### src/rtl/core/assert_macros.svh
// Assertion helpers used by the RTL.
`ifndef ASSERT_MACROS_SVH
`define ASSERT_MACROS_SVH

// Same-cycle implication, checked outside reset.
`define ASSERT_IMPLIES(label, clk, rst_n, ante, cons) \
    label: assert property (@(posedge clk) disable iff (!(rst_n)) (ante) |-> (cons)) \
        else $error("assertion failed");

// Next-cycle implication, checked outside reset.
`define ASSERT_NEXT(label, clk, rst_n, ante, cons) \
    label: assert property (@(posedge clk) disable iff (!(rst_n)) (ante) |=> (cons)) \
        else $error("assertion failed");

`endif

### src/rtl/core/llsel_pkg.sv
package llsel_pkg;

    // Input item: one list byte or the end marker
    typedef struct packed {
        logic       kind;
        logic [7:0] data_byte;
    } t_in_item;

    // Result item
    typedef struct packed {
        logic [1:0]  status;
        logic [15:0] expr_offset;
        logic [15:0] expr_length;
        logic [63:0] range_start;
        logic [63:0] range_end;
    } t_out_item;

    // Configuration register values
    typedef struct packed {
        logic [63:0] pc;
        logic        wide_addresses;
        logic [63:0] initial_base;
    } t_cfg;

    // Result hand-off from parser to output register
    typedef struct packed {
        logic      push;
        t_out_item item;
    } t_result_push;

    localparam logic KIND_BYTE = 1'b0;
    localparam logic KIND_END  = 1'b1;

    localparam logic [1:0] ST_FOUND      = 2'd0;
    localparam logic [1:0] ST_NO_ENTRY   = 2'd1;
    localparam logic [1:0] ST_EMPTY_EXPR = 2'd2;
    localparam logic [1:0] ST_NO_DATA    = 2'd3;

    localparam int unsigned CFG_IDX_W = 2;
    localparam logic [CFG_IDX_W-1:0] REG_PC   = 2'd0;
    localparam logic [CFG_IDX_W-1:0] REG_WIDE = 2'd1;
    localparam logic [CFG_IDX_W-1:0] REG_BASE = 2'd2;

    localparam logic [63:0] ALL_ONES_NARROW = 64'h0000_0000_FFFF_FFFF;
    localparam logic [63:0] ALL_ONES_WIDE   = 64'hFFFF_FFFF_FFFF_FFFF;

    localparam logic [4:0] ADDR_BYTES_NARROW = 5'd4;
    localparam logic [4:0] ADDR_BYTES_WIDE   = 5'd8;

endpackage

### src/rtl/core/llsel_cfg.sv
module llsel_cfg (
    input  logic                                  i_clk,
    input  logic                                  i_rst_n,
    input  logic                                  i_cfg_we,
    input  logic [llsel_pkg::CFG_IDX_W-1:0]       i_cfg_index,
    input  logic [63:0]                           i_cfg_data,
    output llsel_pkg::t_cfg                       o_cfg
);
    import llsel_pkg::*;

    t_cfg r_cfg;

    // Register file, write only
    always_ff @(posedge i_clk) begin
        if (!i_rst_n) begin
            r_cfg.pc             <= '0;
            r_cfg.wide_addresses <= 1'b1;
            r_cfg.initial_base   <= '0;
        end else if (i_cfg_we) begin
            case (i_cfg_index)
                REG_PC:   r_cfg.pc             <= i_cfg_data;
                REG_WIDE: r_cfg.wide_addresses <= i_cfg_data[0];
                REG_BASE: r_cfg.initial_base   <= i_cfg_data;
                default:  ;
            endcase
        end
    end

    assign o_cfg = r_cfg;

endmodule

### src/rtl/core/llsel_parser.sv
module llsel_parser #(
    parameter longint unsigned MAX_LIST_BYTES = 65536
) (
    input  logic                   i_clk,
    input  logic                   i_rst_n,
    input  logic                   i_accept,
    input  llsel_pkg::t_in_item    i_item,
    input  llsel_pkg::t_cfg        i_cfg,
    output llsel_pkg::t_result_push o_result
);
    import llsel_pkg::*;

    localparam int unsigned POS_W = $clog2(MAX_LIST_BYTES + 1);
    localparam logic [POS_W-1:0] POS_LIMIT = POS_W'(MAX_LIST_BYTES);

    // Parse state
    logic [4:0]       r_hdr_count, n_hdr_count;
    logic [63:0]      r_start,     n_start;
    logic [63:0]      r_end,       n_end;
    logic [63:0]      r_base,      n_base;
    logic [15:0]      r_len,       n_len;
    logic [15:0]      r_left,      n_left;
    logic [POS_W-1:0] r_pos,       n_pos;
    logic             r_stopped,   n_stopped;
    logic             r_found,     n_found;
    logic             r_pending,   n_pending;
    logic [15:0]      r_m_offset,  n_m_offset;
    logic [15:0]      r_m_len,     n_m_len;
    logic [63:0]      r_m_start,   n_m_start;
    logic [63:0]      r_m_end,     n_m_end;

    logic [4:0]  addr_bytes;
    logic [63:0] all_ones;
    logic [4:0]  end_idx;
    logic [63:0] start_or;
    logic [63:0] end_or;
    logic [15:0] full_len;
    logic [63:0] lo_sum;
    logic [63:0] hi_sum;
    logic        covers;
    t_result_push result;

    assign addr_bytes = i_cfg.wide_addresses ? ADDR_BYTES_WIDE : ADDR_BYTES_NARROW;
    assign all_ones   = i_cfg.wide_addresses ? ALL_ONES_WIDE : ALL_ONES_NARROW;
    assign end_idx    = r_hdr_count - addr_bytes;

    // Byte merged into the address fields at the current header position
    assign start_or = r_start | (64'(i_item.data_byte) << {r_hdr_count[2:0], 3'b000});
    assign end_or   = r_end   | (64'(i_item.data_byte) << {end_idx[2:0], 3'b000});
    assign full_len = {i_item.data_byte, r_len[7:0]};

    // Range check of the finished header
    assign lo_sum = r_base + r_start;
    assign hi_sum = r_base + r_end;
    assign covers = (lo_sum <= i_cfg.pc) && (i_cfg.pc < hi_sum);

    always_comb begin
        n_hdr_count = r_hdr_count;
        n_start     = r_start;
        n_end       = r_end;
        n_base      = r_base;
        n_len       = r_len;
        n_left      = r_left;
        n_pos       = r_pos;
        n_stopped   = r_stopped;
        n_found     = r_found;
        n_pending   = r_pending;
        n_m_offset  = r_m_offset;
        n_m_len     = r_m_len;
        n_m_start   = r_m_start;
        n_m_end     = r_m_end;
        result      = '0;

        if (i_accept) begin
            if (i_item.kind == KIND_END) begin
                // Report and start a fresh list
                result.push = 1'b1;
                if (r_pos == '0) begin
                    result.item.status = ST_NO_DATA;
                end else if (!r_found) begin
                    result.item.status = ST_NO_ENTRY;
                end else begin
                    result.item.status      = (r_m_len == '0) ? ST_EMPTY_EXPR : ST_FOUND;
                    result.item.expr_offset = r_m_offset;
                    result.item.expr_length = r_m_len;
                    result.item.range_start = r_m_start;
                    result.item.range_end   = r_m_end;
                end
                n_hdr_count = '0;
                n_start     = '0;
                n_end       = '0;
                n_base      = i_cfg.initial_base;
                n_len       = '0;
                n_left      = '0;
                n_pos       = '0;
                n_stopped   = 1'b0;
                n_found     = 1'b0;
                n_pending   = 1'b0;
                n_m_offset  = '0;
                n_m_len     = '0;
                n_m_start   = '0;
                n_m_end     = '0;
            end else if (r_pos < POS_LIMIT) begin
                n_pos = r_pos + 1'b1;
                if (!r_stopped) begin
                    if (r_left != '0) begin
                        // Skip expression byte
                        n_left = r_left - 1'b1;
                        if (r_left == 16'd1 && r_pending) begin
                            n_pending = 1'b0;
                            n_found   = 1'b1;
                            n_stopped = 1'b1;
                        end
                    end else if (r_hdr_count < addr_bytes) begin
                        n_start     = start_or;
                        n_hdr_count = r_hdr_count + 1'b1;
                    end else if (r_hdr_count < {addr_bytes[3:0], 1'b0}) begin
                        n_end       = end_or;
                        n_hdr_count = r_hdr_count + 1'b1;
                        if (r_hdr_count == {addr_bytes[3:0], 1'b0} - 5'd1) begin
                            if (r_start == '0 && end_or == '0) begin
                                // end of list entry
                                n_stopped = 1'b1;
                            end else if (r_start == all_ones) begin
                                // base address selection entry
                                n_base      = end_or;
                                n_hdr_count = '0;
                                n_start     = '0;
                                n_end       = '0;
                            end
                        end
                    end else if (r_hdr_count == {addr_bytes[3:0], 1'b0}) begin
                        n_len       = {8'd0, i_item.data_byte};
                        n_hdr_count = r_hdr_count + 1'b1;
                    end else begin
                        // Length high byte: header complete
                        n_len = full_len;
                        if (covers) begin
                            n_pending  = 1'b1;
                            n_m_offset = 16'(n_pos);
                            n_m_len    = full_len;
                            n_m_start  = lo_sum;
                            n_m_end    = hi_sum;
                        end
                        n_hdr_count = '0;
                        n_start     = '0;
                        n_end       = '0;
                        n_left      = full_len;
                        if (full_len == '0 && (covers || r_pending)) begin
                            n_pending = 1'b0;
                            n_found   = 1'b1;
                            n_stopped = 1'b1;
                        end
                    end
                end
            end
        end
    end

    always_ff @(posedge i_clk) begin
        if (!i_rst_n) begin
            r_hdr_count <= '0;
            r_start     <= '0;
            r_end       <= '0;
            r_base      <= '0;
            r_len       <= '0;
            r_left      <= '0;
            r_pos       <= '0;
            r_stopped   <= 1'b0;
            r_found     <= 1'b0;
            r_pending   <= 1'b0;
            r_m_offset  <= '0;
            r_m_len     <= '0;
            r_m_start   <= '0;
            r_m_end     <= '0;
        end else begin
            r_hdr_count <= n_hdr_count;
            r_start     <= n_start;
            r_end       <= n_end;
            r_base      <= n_base;
            r_len       <= n_len;
            r_left      <= n_left;
            r_pos       <= n_pos;
            r_stopped   <= n_stopped;
            r_found     <= n_found;
            r_pending   <= n_pending;
            r_m_offset  <= n_m_offset;
            r_m_len     <= n_m_len;
            r_m_start   <= n_m_start;
            r_m_end     <= n_m_end;
        end
    end

    assign o_result = result;

endmodule

### src/rtl/core/llsel_out_reg.sv
module llsel_out_reg (
    input  logic                    i_clk,
    input  logic                    i_rst_n,
    input  llsel_pkg::t_result_push i_result,
    output logic                    o_space,
    output logic                    o_valid,
    input  logic                    i_ready,
    output llsel_pkg::t_out_item    o_item
);
    import llsel_pkg::*;

    logic      r_valid;
    t_out_item r_item;

    // Free now, or freed by the transaction at this edge
    assign o_space = !r_valid || i_ready;

    always_ff @(posedge i_clk) begin
        if (!i_rst_n) begin
            r_valid <= 1'b0;
        end else if (i_result.push) begin
            r_valid <= 1'b1;
        end else if (i_ready) begin
            r_valid <= 1'b0;
        end
    end

    always_ff @(posedge i_clk) begin
        if (i_result.push) begin
            r_item <= i_result.item;
        end
    end

    assign o_valid = r_valid;
    assign o_item  = r_item;

endmodule

### src/rtl/core/location_list_entry_selector.sv
// Location list entry selector: takes a DWARF 4 location list one byte per
// transaction, then an end marker, and returns one result for the end marker
// with the status (found, no entry, empty expression, no data) and, when an
// entry covering pc was selected, its expression offset, length and range.
// The parse state registers take one step per transaction, so a byte or an
// end marker can be accepted in every cycle while the output register has
// space. The result of an end marker is offered in the cycle after it is
// accepted. An input transaction of either kind waits only while a previous
// result sits in the output register and is not being taken in the same
// cycle. Bytes beyond MAX_LIST_BYTES are dropped. Configuration is written
// through a plain write port; the user must do this only while idle, and the block does not enforce it.
module location_list_entry_selector #(
    parameter longint unsigned MAX_LIST_BYTES = 65536
) (
    input  logic                            i_clk,
    input  logic                            i_rst_n,
    input  logic                            i_cfg_we,
    input  logic [llsel_pkg::CFG_IDX_W-1:0] i_cfg_index,
    input  logic [63:0]                     i_cfg_data,
    input  logic                            i_in_valid,
    output logic                            o_in_ready,
    input  llsel_pkg::t_in_item             i_in_data,
    output logic                            o_out_valid,
    input  logic                            i_out_ready,
    output llsel_pkg::t_out_item            o_out_data
);
    import llsel_pkg::*;

`include "assert_macros.svh"

    t_cfg         cfg;
    t_result_push result;
    logic         out_space;
    logic         in_accept;

    // Assertion terms
    logic         end_accept;
    logic         out_stalled;
    logic         sel_report;
    logic         nosel_report;
    logic         covers_pc;
    logic         nosel_zero;

    assign o_in_ready = out_space;
    assign in_accept  = i_in_valid && out_space;

    llsel_cfg u_cfg (
        .i_clk       (i_clk),
        .i_rst_n     (i_rst_n),
        .i_cfg_we    (i_cfg_we),
        .i_cfg_index (i_cfg_index),
        .i_cfg_data  (i_cfg_data),
        .o_cfg       (cfg)
    );

    llsel_parser #(
        .MAX_LIST_BYTES (MAX_LIST_BYTES)
    ) u_parser (
        .i_clk    (i_clk),
        .i_rst_n  (i_rst_n),
        .i_accept (in_accept),
        .i_item   (i_in_data),
        .i_cfg    (cfg),
        .o_result (result)
    );

    llsel_out_reg u_out (
        .i_clk    (i_clk),
        .i_rst_n  (i_rst_n),
        .i_result (result),
        .o_space  (out_space),
        .o_valid  (o_out_valid),
        .i_ready  (i_out_ready),
        .o_item   (o_out_data)
    );

    assign end_accept   = in_accept && i_in_data.kind == KIND_END;
    assign out_stalled  = o_out_valid && !i_out_ready;
    assign sel_report   = o_out_valid && (o_out_data.status == ST_FOUND
                                          || o_out_data.status == ST_EMPTY_EXPR);
    assign nosel_report = o_out_valid && (o_out_data.status == ST_NO_ENTRY
                                          || o_out_data.status == ST_NO_DATA);
    assign covers_pc    = o_out_data.range_start <= cfg.pc && cfg.pc < o_out_data.range_end;
    assign nosel_zero   = o_out_data.expr_length == '0 && o_out_data.range_end == '0;

    // End marker transaction always yields a result next cycle
    `ASSERT_NEXT(a_end_gives_result, i_clk, i_rst_n, end_accept, o_out_valid)

    // A held result is never overwritten
    `ASSERT_IMPLIES(a_no_overwrite, i_clk, i_rst_n, out_stalled, !result.push)

    // Selected range covers pc
    `ASSERT_IMPLIES(a_range_covers_pc, i_clk, i_rst_n, sel_report, covers_pc)

    // No selection carries zero fields
    `ASSERT_IMPLIES(a_no_sel_zero, i_clk, i_rst_n, nosel_report, nosel_zero)

endmodule
### config.mk
export PLATFORM = sky130hd
export DESIGN_NAME = location_list_entry_selector
export DESIGN_NICKNAME = d
export VERILOG_FILES = /design/src/rtl/core/llsel_pkg.sv /design/src/rtl/core/llsel_cfg.sv /design/src/rtl/core/llsel_parser.sv /design/src/rtl/core/llsel_out_reg.sv /design/src/rtl/core/location_list_entry_selector.sv
export VERILOG_INCLUDE_DIRS = /design/src /design/src/rtl/core
export SDC_FILE = /design/constraint.sdc
export NUM_CORES = 2
export LEC_CHECK = 0
export BUFFER_PORTS_ARGS = -buffer_cell sky130_fd_sc_hd__buf_2
export CORE_MARGIN = 2
export CORE_UTILIZATION = 40
export CTS_CLUSTER_DIAMETER = 30
export DETAILED_ROUTE_END_ITERATION = 16
export GPL_TIMING_DRIVEN = 0
export MAX_ROUTING_LAYER = met4
export SYNTH_ARGS = -nofsm -noshare
export SYNTH_HDL_FRONTEND = slang
export SYNTH_SLANG_ARGS = --single-unit
### constraint.sdc
create_clock -name i_clk -period 7 [get_ports i_clk]
set_clock_uncertainty 0.1 [all_clocks]
set_input_delay 1.05 -clock i_clk [delete_from_list [all_inputs] [get_ports i_clk]]
set_output_delay 1.05 -clock i_clk [all_outputs]
set_load 0.02 [all_outputs]
==> impl_metrics.yaml <==
clocking:
  cts-htree-levels: 4
  cts_hold_buf: 0
  root_buffer: "clkbuf_16"
  cts_made_buffers: 170
  path_clk_slew_ns: 0.04
  cts_tree: "done"
  cts.sink_count: 693
  cts_buffer_depth: 3
  worstSkewPairLatency_ns: 0.78
routing:
  avgViaCountPerCell: 5.70
  drt_iter0_markers: 3488
  vias: 36200
  post-route-drc-count: 0
  finalWirelength_um: 154000
  wl_per_cell_um: 24.2
  firstDrtPassIters: 6
  drtAntennaViolNets: 0
grt:
  overflow: 0
  track_usage: 0.314
  grt_pass1_vias: 34600
  antenna_found_initial: 10
  grt_pass1_wl_um: 223000
  grt_max_degree: 89
yosys:
  ys_seq_area_frac: 0.404
  synth_async_sr_flop_share: 0
  synth_seq_cells: 693
  synthMuxAreaShare: 0.00820
  synth-edff-count: 162
  yosys-top-cells-count: "542 x nand2_1, 531 x dfxtp_1, 419 x a21oi_1, 264 x ha_1, 256 x and2_1"
  dominantRegCellSynth: "dfxtp_1"
  synthAdderAreaFrac: 0.0873
  synth_area_mm2: 0.0383
  syn_inst: 4490
  synth.distinct_cells: 86
  postSynthAreaPerCell_um2: 8.53
  yosysWarnings: 0
  synth_area_leaders: "dfxtp_1 28%, edfxtp_1 13%, ha_1 8.6%, a21oi_1 5.5%, nand2_1 5.3%"
  synth_top_family_by_area: "simple AND/OR/NAND/NOR gates"
  yosys.area.top_type: "dfxtp_1"
  synth-simple-area-share: 0.222
  synth_compound_area_frac: 0.202
  yosysMostFrequentCell: "nand2_1"
  syn_nets: 4836
  synth-xor-area-share: 0.0329
  synth.top_cell.area_share: 0.277
timing:
  maxSlewViolCount: 11
  period_share: 0.989
  period_minus_slack_ns: 6.92
  hold_viol: 0
  max_slew.worst_pin.slew_ns: 1.53
  finalSetupViolCount: 0
  rsz0062_at_grt: "true"
  timing.hold.ws_ns: 0.341
  relSlewSlack: -0.0183
  max_freq_mhz: 144
cells_and_area:
  syn2layout_area_growth_pct: 27.2
  final_nets: 5284
  fin_area_mm2: 0.0487
  drive_above_1_share: 0.158
  fin_util: 0.513
placement:
  dpl_cell_area_mm2: 0.0412
  gp_congestion: 1.03
  port_buffers: 242
  hpwlAfterDp_um: 118000
critical_path:
  reg2reg_from: "u_parser.r_start[27]"
  cpMostUsedCell: "buf_4"
  startpoint: "u_parser.r_start[27]"
  path_buf_inv: 9
  required_ns: 7.60
  r2r-end: "u_parser.r_m_end[54]"
  crit_cells: 29
  worstSetupEndpoint: "u_parser.r_m_end[54]"
  end_kind: "flip-flop"
  start_kind: "flip-flop"
  crit_arrival_ns: 7.52
  cp_slowest_stage_delay_ns: 0.48
  critical_path_class: "reg -> reg"
  critical_path.top_delay_family: "compound AO/OA/AOI/OAI gates"
  reg2reg_slack_ns: 0.08
  reg2regPathDepth: 29
  cp_max_fo: 10
  critPathSlowestCell: "a211o_4"
worst_hold_path:
  hold_class: "reg -> reg"
floorplanning:
  start_util: 0.403
  die_w_um: 314
  row_count: 113
  ios: 244
  die_y_um: 314
  die_area_mm2: 0.0983
  coreArea_mm2: 0.0950
status:
  violations: "max-capacitance violations, max-slew violations"
  outcome: "finished with violations"
pwr:
  power.leakage_nw: 19.3
  irDropWorstVdd_uv: 220
  powerDensity_mw_per_mm2: 293
flow_run:
  drv_cap: 1
[registers in the layout, indices dropped and copies added (netlist names)]
register / flops
u_out.o_item: 162
u_cfg.o_cfg: 129
u_parser.r_base: 64
u_parser.r_end: 64
u_parser.r_m_end: 64
u_parser.r_m_start: 64
u_parser.r_start: 64
u_parser.r_pos: 17
u_parser.r_left: 16
u_parser.r_m_len: 16
u_parser.r_m_offset: 16
u_parser.r_len: 8
u_parser.r_hdr_count: 5
u_out.o_valid: 1
u_parser.r_found: 1
u_parser.r_pending: 1
u_parser.r_stopped: 1
[placed cells by master (no fill, tap or decap), types with 23 or more instances in the layout]
| cell | instances |
|---|---|
| inv_1 | 126 |
| and3_1 | 23 |
| o21bai_1 | 26 |
| nor2_1 | 237 |
| a21o_1 | 112 |
| a21boi_0 | 142 |
| clkinv_2 | 26 |
| and2_1 | 255 |
| nor2b_1 | 202 |
| clkbuf_16 | 175 |
| mux2i_1 | 28 |
| xor2_1 | 59 |
| edfxtp_1 | 162 |
| a21oi_1 | 406 |
| nand3_1 | 39 |
| nand4_1 | 84 |
| nor4_1 | 44 |
| buf_2 | 264 |
| dfxtp_1 | 501 |
| nand2_1 | 539 |
| bufinv_16 | 25 |
| xnor2_1 | 81 |
| a31oi_1 | 125 |
| clkbuf_1 | 243 |
| buf_4 | 47 |
| dfxtp_2 | 25 |
| a22o_1 | 25 |
| ha_1 | 237 |
| o21ai_1 | 51 |
| clkbuf_8 | 24 |
| nor3_1 | 152 |
| o21ai_0 | 175 |
[tightest hold or removal path, cell delays in order (launching register included)]
cell,delay (ns)
dfxtp_1,0.30
nand2_1,0.05
o21ai_1,0.05
[layout make-up]
class	count	area (µm²)
sequential	693	15500
timing repair buffer	288	1680
tap	1265	1580
antenna	7	17.5
buffer	283	1290
clock inverter	95	1390
inverter	129	492
fill	9022	46300
clock buffer	221	4750
multi-input combinational	3373	22000
[routing by layer]
layer,up-vias,GRT usage,routed length [µm]
li1,16900,-,-
met1,17400,0.409,66900
met2,1556,0.475,67700
met3,382,0.0573,12000
met4,0,0.138,7480
met5,-,-,0
[power by group]
group	total [mW]	switching (mW)	internal [mW]
sequential	4.32	0.108	4.21
combinational	1.60	1.09	0.514
clock	8.34	2.62	5.72
[how the worst min path moves through the flow]
stage | from | to | slack [ns] | depth (start not counted)
after detailed placement | u_parser.r_m_end[44] | u_parser.r_m_end[44] | 0.34 | 2
after global routing | u_parser.r_m_end[40] | u_parser.r_m_end[40] | 0.36 | 2
after CTS | u_parser.r_m_end[44] | u_parser.r_m_end[44] | 0.34 | 2
after global placement | u_parser.r_m_end[44] | u_parser.r_m_end[44] | 0.33 | 2
after floorplan | u_parser.r_m_end[15] | u_parser.r_m_end[15] | 0.32 | 2
final | u_parser.r_m_end[40] | u_parser.r_m_end[40] | 0.34 | 2
[per-stage QoR]
| step | worst slack, ns | power, mW | std cells | setup TNS [ns] |
|---|---|---|---|---|
| floorplan | 1.04 | 5.26 | 4490 | 0 |
| global placement | -3.85 | 5.82 | 5997 | -609.10 |
| detailed placement | -3.09 | 5.83 | 5999 | -442.85 |
| CTS | 0.00357 | 14.2 | 6323 | 0 |
| global route | -0.0601 | 14.6 | 6350 | -1.06 |
| finish | 0.0786 | 14.3 | 6354 | 0 |
[cell families (layout without fill, tap and decap cells)]
family | after synthesis | in the layout
compound gates | 1245 | 1245
simple gates | 1687 | 1687
mux | 31 | 31
buf+inv | 424 | 1016
fa+ha+maj | 266 | 266
xor+xnor | 144 | 144
other cells | 0 | 7
flops | 693 | 693
[what timing repair did]
item | 4_1_cts | 5_1_grt
pin swaps | 15 | 48
cloned | 0 | 1
setup buffers | 15 | 29
resized for setup | 93 | 151
endpoints found under the setup margin | 163 | 162
Power figures use the tool's default switching activity.
